<file path="config.mk">
export PLATFORM = sky130hd
export DESIGN_NAME = nd_counter_address_generator_core
export DESIGN_NICKNAME = d
export VERILOG_FILES = /design/src/rtl/ndc_pkg.sv /design/src/rtl/ndc_front.sv /design/src/rtl/ndc_engine.sv /design/src/rtl/nd_counter_address_generator_core.sv
export SDC_FILE = /design/constraint.sdc
export NUM_CORES = 2
export LEC_CHECK = 0
export BUFFER_PORTS_ARGS = -buffer_cell sky130_fd_sc_hd__buf_2
export CAP_MARGIN = 30
export CORE_MARGIN = 3
export CORE_UTILIZATION = 60
export DETAILED_ROUTE_END_ITERATION = 10
export PLACE_DENSITY = 0.86
export REMOVE_ABC_BUFFERS = 1
export SLEW_MARGIN = 20
export SYNTH_ARGS = -nofsm -noshare
export SYNTH_HDL_FRONTEND = slang
export SYNTH_SLANG_ARGS = --single-unit
</file>
<file path="constraint.sdc">
create_clock -name clk -period 10.3 [get_ports clk]
set_input_delay 0 -clock clk [delete_from_list [all_inputs] [get_ports clk]]
set_output_delay 0 -clock clk [all_outputs]
set_load 0.02 [all_outputs]
</file>
<file path="src/rtl/ndc_pkg.sv">
`timescale 1ns / 1ps
// shared types and constants of the nd counter address generator
package ndc_pkg;

  localparam int DIMS_DEFAULT         = 4;
  localparam int MAX_DIM_SIZE_DEFAULT = 4096;

  // dimensions that have a size register and a coordinate field
  localparam int REG_DIMS  = 4;
  localparam int REG_IDX_W = $clog2(REG_DIMS);

  localparam int DIGIT_W   = 13;
  localparam int POS_W     = 12;
  localparam int OFFSET_W  = 48;
  localparam int CNT_REG_W = 3;

  localparam int CFG_ADDR_W = 5;
  localparam int CFG_DATA_W = 32;
  localparam int CFG_IDX_W  = 3;

  localparam int QDEPTH  = 2;
  localparam int QPTR_W  = 1;
  localparam int QCNT_W  = 2;

  typedef enum logic [1:0] {
    OP_ADVANCE   = 2'd0,
    OP_RESTART   = 2'd1,
    OP_TRANSLATE = 2'd2
  } op_t;

  typedef enum logic [CFG_IDX_W-1:0] {
    REG_DIM_SIZE_0     = 3'd0,
    REG_DIM_SIZE_1     = 3'd1,
    REG_DIM_SIZE_2     = 3'd2,
    REG_DIM_SIZE_3     = 3'd3,
    REG_COUNTER_DIGITS = 3'd4
  } reg_idx_t;

  // classified item handed from the front to the back part
  typedef struct packed {
    op_t                            op;
    logic [REG_DIMS-1:0][POS_W-1:0] pos;
    logic                           oor;
  } item_t;

endpackage

</file>
<file path="src/rtl/ndc_front.sv">
`timescale 1ns / 1ps
// input side: takes items, checks translate coordinates, queues them for the engine
module ndc_front #(
  parameter int DIMS = ndc_pkg::DIMS_DEFAULT
) (
  input  logic                                        clk,
  input  logic                                        rst,
  input  logic                                        s_tvalid,
  output logic                                        s_tready,
  input  logic [ndc_pkg::REG_DIMS*ndc_pkg::POS_W-1:0] s_tdata,
  input  logic [1:0]                                  s_tuser,
  input  logic [DIMS-1:0][ndc_pkg::DIGIT_W-1:0]       sizes,
  output logic                                        q_valid,
  output ndc_pkg::item_t                              q_item,
  input  logic                                        q_pop
);

  localparam int NCHK = (DIMS < ndc_pkg::REG_DIMS) ? DIMS : ndc_pkg::REG_DIMS;

  ndc_pkg::item_t                 queue [ndc_pkg::QDEPTH];
  logic [ndc_pkg::QPTR_W-1:0]     wr_ptr;
  logic [ndc_pkg::QPTR_W-1:0]     rd_ptr;
  logic [ndc_pkg::QCNT_W-1:0]     count;
  ndc_pkg::item_t                 in_item;
  logic                           push;

  always_comb begin
    in_item.op  = ndc_pkg::op_t'(s_tuser);
    in_item.pos = s_tdata;
    in_item.oor = 1'b0;
    // only dimensions that exist can be out of range
    for (int i = 0; i < NCHK; i++) begin
      if ({1'b0, in_item.pos[i]} >= sizes[i]) begin
        in_item.oor = 1'b1;
      end
    end
  end

  assign s_tready = (count < ndc_pkg::QCNT_W'(ndc_pkg::QDEPTH));
  assign push     = s_tvalid && s_tready;
  assign q_valid  = (count != '0);
  assign q_item   = queue[rd_ptr];

  always_ff @(posedge clk) begin
    if (push) begin
      queue[wr_ptr] <= in_item;
    end
  end

  always_ff @(posedge clk) begin
    if (rst) begin
      wr_ptr <= '0;
      rd_ptr <= '0;
      count  <= '0;
    end else begin
      if (push) begin
        wr_ptr <= wr_ptr + 1'b1;
      end
      if (q_pop) begin
        rd_ptr <= rd_ptr + 1'b1;
      end
      count <= count + ndc_pkg::QCNT_W'(push) - ndc_pkg::QCNT_W'(q_pop);
    end
  end

  a_count_bound: assert property (@(posedge clk) disable iff (rst)
    count <= ndc_pkg::QCNT_W'(ndc_pkg::QDEPTH))
    else $error("queue count beyond depth");

  a_pop_nonempty: assert property (@(posedge clk) disable iff (rst)
    q_pop |-> count != '0)
    else $error("pop from empty queue");

  a_full_holds: assert property (@(posedge clk) disable iff (rst)
    (count == ndc_pkg::QCNT_W'(ndc_pkg::QDEPTH)) && !q_pop
      |=> count == ndc_pkg::QCNT_W'(ndc_pkg::QDEPTH))
    else $error("full queue changed without pop");

endmodule

</file>
<file path="src/rtl/ndc_engine.sv">
`timescale 1ns / 1ps
// back part: counter digits, row-major offset sequencer and result register
module ndc_engine #(
  parameter int DIMS = ndc_pkg::DIMS_DEFAULT
) (
  input  logic                                  clk,
  input  logic                                  rst,
  input  logic [DIMS-1:0][ndc_pkg::DIGIT_W-1:0] sizes,
  input  logic [$clog2(DIMS+1)-1:0]             digits_used,
  input  logic                                  q_valid,
  input  ndc_pkg::item_t                        q_item,
  output logic                                  q_pop,
  output logic                                  m_tvalid,
  input  logic                                  m_tready,
  output logic [ndc_pkg::OFFSET_W-1:0]          m_tdata,
  output logic [1:0]                            m_tuser,
  output logic                                  m_tlast
);

  localparam int K_W   = $clog2(DIMS + 1);
  localparam int IDX_W = (DIMS > 1) ? $clog2(DIMS) : 1;
  localparam int NPOS  = (DIMS < ndc_pkg::REG_DIMS) ? DIMS : ndc_pkg::REG_DIMS;

  typedef enum logic [1:0] {
    S_IDLE,
    S_STEP,
    S_DONE
  } state_t;

  state_t                                state;
  ndc_pkg::item_t                        item;
  logic [IDX_W-1:0]                      idx;
  logic [DIMS-1:0][ndc_pkg::DIGIT_W-1:0] digits;
  logic [ndc_pkg::OFFSET_W-1:0]          acc;
  logic [ndc_pkg::OFFSET_W-1:0]          stride;
  logic                                  carry;
  logic [ndc_pkg::OFFSET_W-1:0]          res_offset;
  logic                                  res_oor;
  logic                                  res_fin;
  logic                                  res_last;

  logic                                  counted;
  logic [ndc_pkg::DIGIT_W-1:0]           pos_sel;
  logic [ndc_pkg::DIGIT_W-1:0]           digit_sum;
  logic [ndc_pkg::OFFSET_W-1:0]          term;
  logic [ndc_pkg::OFFSET_W-1:0]          acc_next;
  logic [ndc_pkg::OFFSET_W-1:0]          stride_next;
  logic                                  out_free;

  assign q_pop    = (state == S_IDLE) && q_valid;
  assign out_free = !m_tvalid || m_tready;

  always_comb begin
    counted   = (K_W'(idx) < digits_used);
    digit_sum = digits[idx] + ndc_pkg::DIGIT_W'(carry);
    pos_sel   = '0;
    if (item.op == ndc_pkg::OP_ADVANCE) begin
      if (counted) begin
        pos_sel = digits[idx];
      end
    end else begin
      // dimensions without a coordinate field translate as zero
      for (int j = 0; j < NPOS; j++) begin
        if (int'(idx) == j) begin
          pos_sel = ndc_pkg::DIGIT_W'(item.pos[j]);
        end
      end
    end
    term        = ndc_pkg::OFFSET_W'(pos_sel * stride);
    acc_next    = acc + term;
    stride_next = ndc_pkg::OFFSET_W'(stride * sizes[idx]);
  end

  always_ff @(posedge clk) begin
    if (rst) begin
      state    <= S_IDLE;
      m_tvalid <= 1'b0;
      digits   <= '0;
    end else begin
      // a result taken while the next one is ready is replaced in S_DONE
      if (m_tvalid && m_tready && (state != S_DONE)) begin
        m_tvalid <= 1'b0;
      end
      unique case (state)
        S_IDLE: begin
          if (q_valid) begin
            item       <= q_item;
            acc        <= '0;
            stride     <= ndc_pkg::OFFSET_W'(1);
            carry      <= 1'b1;
            idx        <= IDX_W'(DIMS - 1);
            res_offset <= '0;
            res_oor    <= (q_item.op == ndc_pkg::OP_TRANSLATE) && q_item.oor;
            res_fin    <= (q_item.op == ndc_pkg::OP_ADVANCE) && (digits[0] >= sizes[0]);
            res_last   <= 1'b0;
            unique case (q_item.op)
              ndc_pkg::OP_ADVANCE: begin
                if (digits[0] >= sizes[0]) begin
                  // already finished: park counted digits at their sizes
                  for (int j = 0; j < DIMS; j++) begin
                    if (K_W'(j) < digits_used) begin
                      digits[j] <= sizes[j];
                    end
                  end
                  state <= S_DONE;
                end else begin
                  state <= S_STEP;
                end
              end
              ndc_pkg::OP_RESTART: begin
                digits <= '0;
                state  <= S_DONE;
              end
              ndc_pkg::OP_TRANSLATE: begin
                if (q_item.oor) begin
                  state <= S_DONE;
                end else begin
                  state <= S_STEP;
                end
              end
              default: begin
                state <= S_DONE;
              end
            endcase
          end
        end
        S_STEP: begin
          acc    <= acc_next;
          stride <= stride_next;
          if (item.op == ndc_pkg::OP_ADVANCE && counted) begin
            if (idx == '0) begin
              if (digit_sum >= sizes[0]) begin
                for (int j = 0; j < DIMS; j++) begin
                  if (K_W'(j) < digits_used) begin
                    digits[j] <= sizes[j];
                  end
                end
                res_last <= 1'b1;
              end else begin
                digits[0] <= digit_sum;
              end
            end else if (digit_sum >= sizes[idx]) begin
              // wraps, stale digits included
              digits[idx] <= '0;
              carry       <= 1'b1;
            end else begin
              digits[idx] <= digit_sum;
              carry       <= 1'b0;
            end
          end
          if (idx == '0) begin
            res_offset <= acc_next;
            state      <= S_DONE;
          end else begin
            idx <= idx - 1'b1;
          end
        end
        S_DONE: begin
          if (out_free) begin
            m_tvalid <= 1'b1;
            m_tdata  <= res_offset;
            m_tuser  <= {res_fin, res_oor};
            m_tlast  <= res_last;
            state    <= S_IDLE;
          end
        end
        default: begin
          state <= S_IDLE;
        end
      endcase
    end
  end

  a_flags_exclusive: assert property (@(posedge clk) disable iff (rst)
    m_tvalid |-> !(m_tuser[1] && m_tlast))
    else $error("finished and last both set");

  a_oor_clean: assert property (@(posedge clk) disable iff (rst)
    m_tvalid && m_tuser[0] |-> (m_tdata == '0) && !m_tuser[1] && !m_tlast)
    else $error("out of range result carries data");

  a_step_walk: assert property (@(posedge clk) disable iff (rst)
    (state == S_STEP) && (idx != '0) |=> (state == S_STEP) && (idx == $past(idx) - 1'b1))
    else $error("sequencer skipped a dimension");

endmodule

</file>
<file path="src/rtl/nd_counter_address_generator_core.sv">
`timescale 1ns / 1ps
// top level: register file, effective sizes, front queue and counter engine
//
//  channel  | direction | handshake                 | payload
//  s_*      | in        | s_tvalid / s_tready       | s_tdata coordinates, s_tuser op
//  m_*      | out       | m_tvalid / m_tready       | m_tdata offset, m_tuser flags, m_tlast
//  apb      | in        | psel / penable / pready   | paddr, pwdata, prdata
//
//  advance of a running counter and in-range translate pass through S_STEP in the
//  engine, one multiply-accumulate step per dimension; restart, unknown ops,
//  out-of-range translate and advance when finished go from S_IDLE to S_DONE
//  a two-item queue sits between the input check and the engine, so inputs are
//  still taken, until the queue is full, while a result waits in the output register
//  reset clears the counter digits, sets sizes to 1 and the digit count to 4
module nd_counter_address_generator_core #(
  parameter int DIMS         = ndc_pkg::DIMS_DEFAULT,
  parameter int MAX_DIM_SIZE = ndc_pkg::MAX_DIM_SIZE_DEFAULT
) (
  input  logic                                        clk,
  input  logic                                        rst,
  input  logic                                        s_tvalid,
  output logic                                        s_tready,
  // pos_0, pos_1, pos_2, pos_3
  input  logic [ndc_pkg::REG_DIMS*ndc_pkg::POS_W-1:0] s_tdata,
  // op
  input  logic [1:0]                                  s_tuser,
  output logic                                        m_tvalid,
  input  logic                                        m_tready,
  // offset
  output logic [ndc_pkg::OFFSET_W-1:0]                m_tdata,
  // range_err, finished
  output logic [1:0]                                  m_tuser,
  output logic                                        m_tlast,
  input  logic                                        psel,
  input  logic                                        penable,
  input  logic                                        pwrite,
  input  logic [ndc_pkg::CFG_ADDR_W-1:0]              paddr,
  input  logic [ndc_pkg::CFG_DATA_W-1:0]              pwdata,
  output logic [ndc_pkg::CFG_DATA_W-1:0]              prdata,
  output logic                                        pready
);

  localparam int K_W = $clog2(DIMS + 1);
  localparam logic [16:0] MAX_SIZE = 17'(MAX_DIM_SIZE);

  logic [ndc_pkg::REG_DIMS-1:0][ndc_pkg::DIGIT_W-1:0] dim_size;
  logic [ndc_pkg::CNT_REG_W-1:0]                      counter_digits;
  logic [DIMS-1:0][ndc_pkg::DIGIT_W-1:0]              sizes;
  logic [K_W-1:0]                                     digits_used;
  logic [3:0]                                         cd_ext;
  logic [ndc_pkg::CFG_IDX_W-1:0]                      cfg_idx;
  logic                                               cfg_wr;
  logic                                               q_valid;
  logic                                               q_pop;
  ndc_pkg::item_t                                     q_item;

  assign pready  = 1'b1;
  assign cfg_idx = paddr[ndc_pkg::CFG_IDX_W+1:2];
  assign cfg_wr  = psel && penable && pwrite && pready;

  always_ff @(posedge clk) begin
    if (rst) begin
      for (int i = 0; i < ndc_pkg::REG_DIMS; i++) begin
        dim_size[i] <= ndc_pkg::DIGIT_W'(1);
      end
      counter_digits <= ndc_pkg::CNT_REG_W'(4);
    end else if (cfg_wr) begin
      if (cfg_idx < ndc_pkg::CFG_IDX_W'(ndc_pkg::REG_DIMS)) begin
        if (int'(cfg_idx) < DIMS) begin
          dim_size[cfg_idx[ndc_pkg::REG_IDX_W-1:0]] <= pwdata[ndc_pkg::DIGIT_W-1:0];
        end
      end else if (cfg_idx == ndc_pkg::REG_COUNTER_DIGITS) begin
        counter_digits <= pwdata[ndc_pkg::CNT_REG_W-1:0];
      end
    end
  end

  always_comb begin
    prdata = '0;
    if (cfg_idx < ndc_pkg::CFG_IDX_W'(ndc_pkg::REG_DIMS)) begin
      prdata = ndc_pkg::CFG_DATA_W'(dim_size[cfg_idx[ndc_pkg::REG_IDX_W-1:0]]);
    end else if (cfg_idx == ndc_pkg::REG_COUNTER_DIGITS) begin
      prdata = ndc_pkg::CFG_DATA_W'(counter_digits);
    end
  end

  // zero size reads as 1, sizes above the maximum are clamped
  always_comb begin
    for (int i = 0; i < DIMS; i++) begin
      sizes[i] = ndc_pkg::DIGIT_W'(1);
      if (i < ndc_pkg::REG_DIMS) begin
        if (dim_size[i] == '0) begin
          sizes[i] = ndc_pkg::DIGIT_W'(1);
        end else if (17'(dim_size[i]) > MAX_SIZE) begin
          sizes[i] = MAX_SIZE[ndc_pkg::DIGIT_W-1:0];
        end else begin
          sizes[i] = dim_size[i];
        end
      end
    end
  end

  always_comb begin
    cd_ext = {1'b0, counter_digits};
    if (cd_ext == '0) begin
      digits_used = K_W'(1);
    end else if (cd_ext > 4'(DIMS)) begin
      digits_used = K_W'(DIMS);
    end else begin
      digits_used = K_W'(cd_ext);
    end
  end

  ndc_front #(
    .DIMS (DIMS)
  ) u_front (
    .clk      (clk),
    .rst      (rst),
    .s_tvalid (s_tvalid),
    .s_tready (s_tready),
    .s_tdata  (s_tdata),
    .s_tuser  (s_tuser),
    .sizes    (sizes),
    .q_valid  (q_valid),
    .q_item   (q_item),
    .q_pop    (q_pop)
  );

  ndc_engine #(
    .DIMS (DIMS)
  ) u_engine (
    .clk         (clk),
    .rst         (rst),
    .sizes       (sizes),
    .digits_used (digits_used),
    .q_valid     (q_valid),
    .q_item      (q_item),
    .q_pop       (q_pop),
    .m_tvalid    (m_tvalid),
    .m_tready    (m_tready),
    .m_tdata     (m_tdata),
    .m_tuser     (m_tuser),
    .m_tlast     (m_tlast)
  );

endmodule
</file>
# Word-level counts from Yosys, hierarchy flattened
# Memory sizes are Yosys's and may differ from the RTL's. A register that Yosys moved wholly into a read port is not among the register bits.
# Cells that the tools add are included.
# totals
out_inout_bits	86
mem_bits_ro	0
latchBits	0
ram_bits	102
memories	1
word_cells	203
ff_bits	365
# classes
n_eq_ne	18
n_reduce_logical	37
addsub	7
mul	2
shifts	0
div	0
n_mux	80
n_bitwise	4
magnitude_cmp	24
# memory_table
memory	depth	word_bits	rd	rd_ports_with_merged_regs	wr	line_no	source
u_front.queue	2	51	1	1	1	ndc_front.sv:20	ndc_pkg::item_t queue [ndc_pkg::QDEPTH];
# ops
op	n
case mux 48 bit (2 select lines)	3
two-way mux 13 bit	21
two-way mux 52 bit	5
case mux 52 bit (2 select lines)	2
two-way mux 48 bit	3
bitwise mux 52 bit	2
binary-select mux 13 bit (select 2 bit)	3
AND 52 bit	1
demux 13 bit (select 2 bit)	2
>= comparator 12 x 13 -> 1 bit	4
> comparator 13 bit (second input constant)	4
logical NOT 13 bit	4
inverter 52 bit	1
adder 48 bit	1
multiplier 13 x 48 -> 48 bit	1
multiplier 48 x 13 -> 48 bit	1
two-way mux 12 bit	4
>= comparator 13 bit	3
two-way mux 39 bit	1
two-way mux 1 bit	19
AND reduction 3 bit	6
two-way mux 2 bit	7
adder 13 x 1 -> 13 bit	1
AND reduction 6 bit	2
other kinds (32)	71

# Longest topological paths before layout
# depth
ltp_word	10
depth_mapped	36

# By module
# From an unflattened synthesis, not the netlist that was laid out.
# unflattened
hier_cells	5431
area_unflattened_um2	54756.3
# modules_own_cells
module	seq_area_each_um2	area_per_inst_um2	instances	cells_each
ndc_engine	8638.3	46347.0	1	4741
ndc_front	3163.0	5078.6	1	347
nd_counter_address_generator_core	1101.1	3330.7	1	343

# Worst setup path after synthesis
# OpenSTA, ideal clock, no wires.
# synth_path
path_kind	register to register
startpoint	register u_front.count[1] in the netlist's numbering
endpoint	register u_engine.res_last (enable)
slack_ps	1036
arrival_ps	8967
path_stages_with_launch	5
path_buffers	0
required_time_ps	10003
path_cell_list	dfxtp_1 -> nor3_1 -> nor3_1 -> and2_1 -> and2_1
# synth_between
elab_chain_len	3
# synth_lines
element	line_no	source
start: declaration	ndc_front.sv:23	logic [ndc_pkg::QCNT_W-1:0] count;
start signal: assignment	ndc_front.sv:62	count <= count + ndc_pkg::QCNT_W'(push) - ndc_pkg::QCNT_W'(q_pop);
nonzero test 2 bit	ndc_front.sv:41	assign q_valid = (count != '0);
inequality test 2 x 1 -> 1 bit (no line)	--	
AND reduction 6 bit (no line)	--	
end signal: assignment	ndc_engine.sv:95	res_last <= 1'b0;
end signal: assignment	ndc_engine.sv:138	res_last <= 1'b1;
end: declaration	ndc_engine.sv:40	logic res_last;
# Every way passes these cells.
# A chain may end at the register's enable or synchronous reset.

# Worst setup path in the final report
# layout_path
startpoint	register u_engine.idx[1]
endpoint	register u_engine.acc[44] in the netlist's numbering, data pin
# layout_between
elab_chain_len	9
word_cells_on_any_way	16
cone_classes	add/sub: 1; mul: 1; order compare: 1; eq/ne: 3; mux: 9; reduce/logical: 1
# layout_lines
element	line_no	source
start: declaration	ndc_engine.sv:32	logic [IDX_W-1:0] idx;
start signal: assignment	ndc_engine.sv:91	idx <= IDX_W'(DIMS - 1);
start signal: assignment	ndc_engine.sv:155	idx <= idx - 1'b1;
logical NOT 2 bit	ndc_engine.sv:64	if (int'(idx) == j) begin
two-way mux 12 bit (4 in series)	ndc_engine.sv:64	
two-way mux 13 bit (*)	ndc_engine.sv:57	if (item.op == ndc_pkg::OP_ADVANCE) begin
multiplier 13 x 48 -> 48 bit (*)	ndc_engine.sv:69	term = ndc_pkg::OFFSET_W'(pos_sel * stride);
adder 48 bit (*)	ndc_engine.sv:70	acc_next = acc + term;
case mux 48 bit (2 select lines) (*)	ndc_engine.sv:84	unique case (state)
end signal: assignment	ndc_engine.sv:128	acc <= acc_next;
end: declaration	ndc_engine.sv:34	logic [ndc_pkg::OFFSET_W-1:0] acc;
# Mark *: on every way between the ends. The rest lies on a longest branch, timed or not. The select of a mux whose other input is x is not followed.

==> run metrics <==
vias per cell slightly above 6; antenna viol nets, final 0; Ys Warns 0; Crit path required time around 11 ns; largest fanout on the critical path 29; Root Buffer Master clkbuf_16; hold_buf cts 68; die height ~310 um; worst skew pair latency 0.67 ns; CTS Buf Count 50; post_cts resized 0; Critical-path top delay cell ha_1; Top FF cell, synth edfxtp_1; clk sinks 468; final setup vio count 0; largest net degree at the start of global routing 84; Min-Delay Path Class in -> reg; initial antenna violation count 7; Worst slew margin between 30% and 40%; CTS H-tree depth 2; GRT Total Usage 32.88%; Starting Density 60.72%; crit path time final slightly below 10 ns; Avg Cell Area, Syn 9.720 um^2; first drt pass iteration count 9; Period Utilization, post-route 93.40%; Core Util, Final 65.42%; first-pass GRT wire length 242.6 mm; setup tns final 0 ns; Iteration-0 DRC Markers 4758; Syn Inst Count between 5000 and 6000; buffer count from post-CTS setup fixing 0; pin slew with the least headroom to its limit 1.005 ns; # rows 110; num ports 180; vias in the first global route 45701; Critical Path Sink Type register; GPL Wtd Cong 0.9826; Crit path top cell by count fa_1; Post-Route WL 153.0 mm; share of cells above drive strength 1 under 10%; Critical Path Max Stage Delay 0.70 ns; I/O Buffers 138; ys async rst share 0%; die extent in x 308.3 um; CTS clk-pin slew, worst paths 0.07 ns; Max-cap violations 0; Clock Path Buffers 3; Highest Clock Rate slightly above 100 MHz; synthesized cell area approximately 55000 um^2; hpwl dp about 110 mm; Pins Over Slew Limit 0; area delta synth->final 7.732%; GR Overflow Total 0; nets@finish 6928; Critical Path Start Type register; RSZ-0062 raised after global routing no; Wirelength per Cell 22.16 um; die area 95030 um^2; Max Clock Skew 0.05752 ns; critical path arrival slightly above 10 ns; sequential area share after synthesis 23.53%; core area 90290 um^2; CP Class reg -> reg; status complete, no violations; DR vias about 42000; FF+latch count, synth ~470; number of synthesized flops with an enable pin 353; Yosys cell types 70; CTS tree built; drt drc 0; final hold violations 0
## sequential cells by signal, summed over array words and instances (netlist names), named ones only
name                 cells
u_front.queue          102
dim_size                52
u_engine.digits         52
u_engine.item           50
u_engine.acc            48
u_engine.m_tdata        48
u_engine.res_offset     48
u_engine.stride         48
counter_digits           3
u_engine.idx             2
u_engine.m_tuser         2
u_engine.state           2
u_front.count            2
u_engine.carry           1
u_engine.m_tlast         1
u_engine.m_tvalid        1
u_engine.res_fin         1
u_engine.res_last        1
u_engine.res_oor         1
u_front.rd_ptr           1
u_front.wr_ptr           1
## kinds of logic after synthesis
family                     count (synthesis)  synth area share [%]
and+or+nand+nor                         1859                 15.97
buffers and inverters                   1301                 9.166
adders and majority gates               1150                 38.69
AOI/OAI and AO/OA                        591                 6.940
DFF                                      468                 23.53
muxes                                    144                 3.595
xor gates and xnor gates                 125                 2.086
other                                      2               0.01370
## per-layer routing
layer / global-route usage, % / vias up / part of all wire [%]
met4: 20.06 / 6 / 7.1
met1: 39.93 / 20941 / 34
li1: - / 17747 / -
met3: 6.585 / 767 / 11
met5: 0 / - / 0.027
met2: 54.47 / 2920 / 48
## final cells by class
cell class,instances,area (um^2)
multi-input cells,3889,37050
fillers,6549,31220
flip-flops and latches,468,12900
inverters,963,3617
repair buffers,312,2287
well taps,1176,1471
clock buffers,64,1395
clock inverters,30,331.6
diodes,1,2.502
## worst max-delay path, delay by kind of cell, from the launching register on
kind,cells,cell delay [ns]
compound gates,10,3.45
fa+ha+maj,8,3.92
buf+inv,5,0.94
flops,1,0.38
simple gates,4,0.72
## cell usage in the layout, fill, tap and decap left out, drive strengths merged, types with 18 or more instances in the layout
cell | Yosys | layout
inv | 963 | 967
fa | 909 | 909
nand2 | 838 | 838
and2 | 394 | 394
edfxtp | 353 | 353
nor2 | 283 | 283
buf | 60 | 243
ha | 241 | 241
a21oi | 172 | 172
dfxtp | 115 | 115
o21ai | 95 | 95
nor2b | 85 | 85
xnor2 | 82 | 82
nor3 | 70 | 70
a21o | 69 | 69
dlygate4sd3 | 0 | 68
clkbuf | 278 | 65
mux2i | 54 | 54
mux2 | 53 | 53
and3 | 47 | 47
a22oi | 41 | 41
o22ai | 41 | 41
xor2 | 40 | 40
o21a | 39 | 39
mux4 | 37 | 37
nand3 | 35 | 35
nand2b | 34 | 34
nand4 | 22 | 22
conb | 2 | 20
clkinv | 0 | 19
a31oi | 18 | 18
a211oi | 18 | 18
## worst paths after layout
kind / slack, ns / endpoint / from / cells after the start
setup / recovery: 0.68 / u_engine.acc[44] / u_engine.idx[1] / 27
hold / removal: 0.02 / counter_digits[2] / pwrite / 4
setup reg to reg: 0.68 / u_engine.acc[44] / u_engine.idx[1] / 27
hold reg to reg: 0.42 / u_engine.m_tdata[17] / u_engine.res_offset[17] / 0
## synthesized netlist by cell type (54+ instances only)
library cell	n	area (um^2)
inv_1	962	3611
fa_1	909	18200
nand2_1	837	3142
and2_1	394	2465
edfxtp_1	353	10600
nor2_1	283	1062
clkbuf_1	278	1044
ha_1	241	3015
a21oi_1	172	860.8
dfxtp_1	115	2302
o21ai_0	87	435.4
nor2b_1	85	531.8
xnor2_1	81	709.4
nor3_1	70	350.3
a21o_1	69	518.0
mux2i_1	54	540.5
## through the flow
| step | instances | cell area [um^2] | setup WS (ns) | hold slack, ns |
|---|---|---|---|---|
| floorplan | 5320 | 53480 | 0.3053 | 0.06907 |
| global placement | 6732 | 56520 | 1.284 | 0.1952 |
| detailed placement | 6735 | 56590 | 1.080 | 0.1999 |
| CTS | 6897 | 59000 | 0.9791 | 0.003140 |
| global route | 6902 | 59060 | 0.2851 | 0.06185 |
| finish | 6903 | 59060 | 0.6799 | 0.01865 |
Power is not shown: default switching activity piles up to over one toggle a cycle in this logic, so the estimate is an artifact.
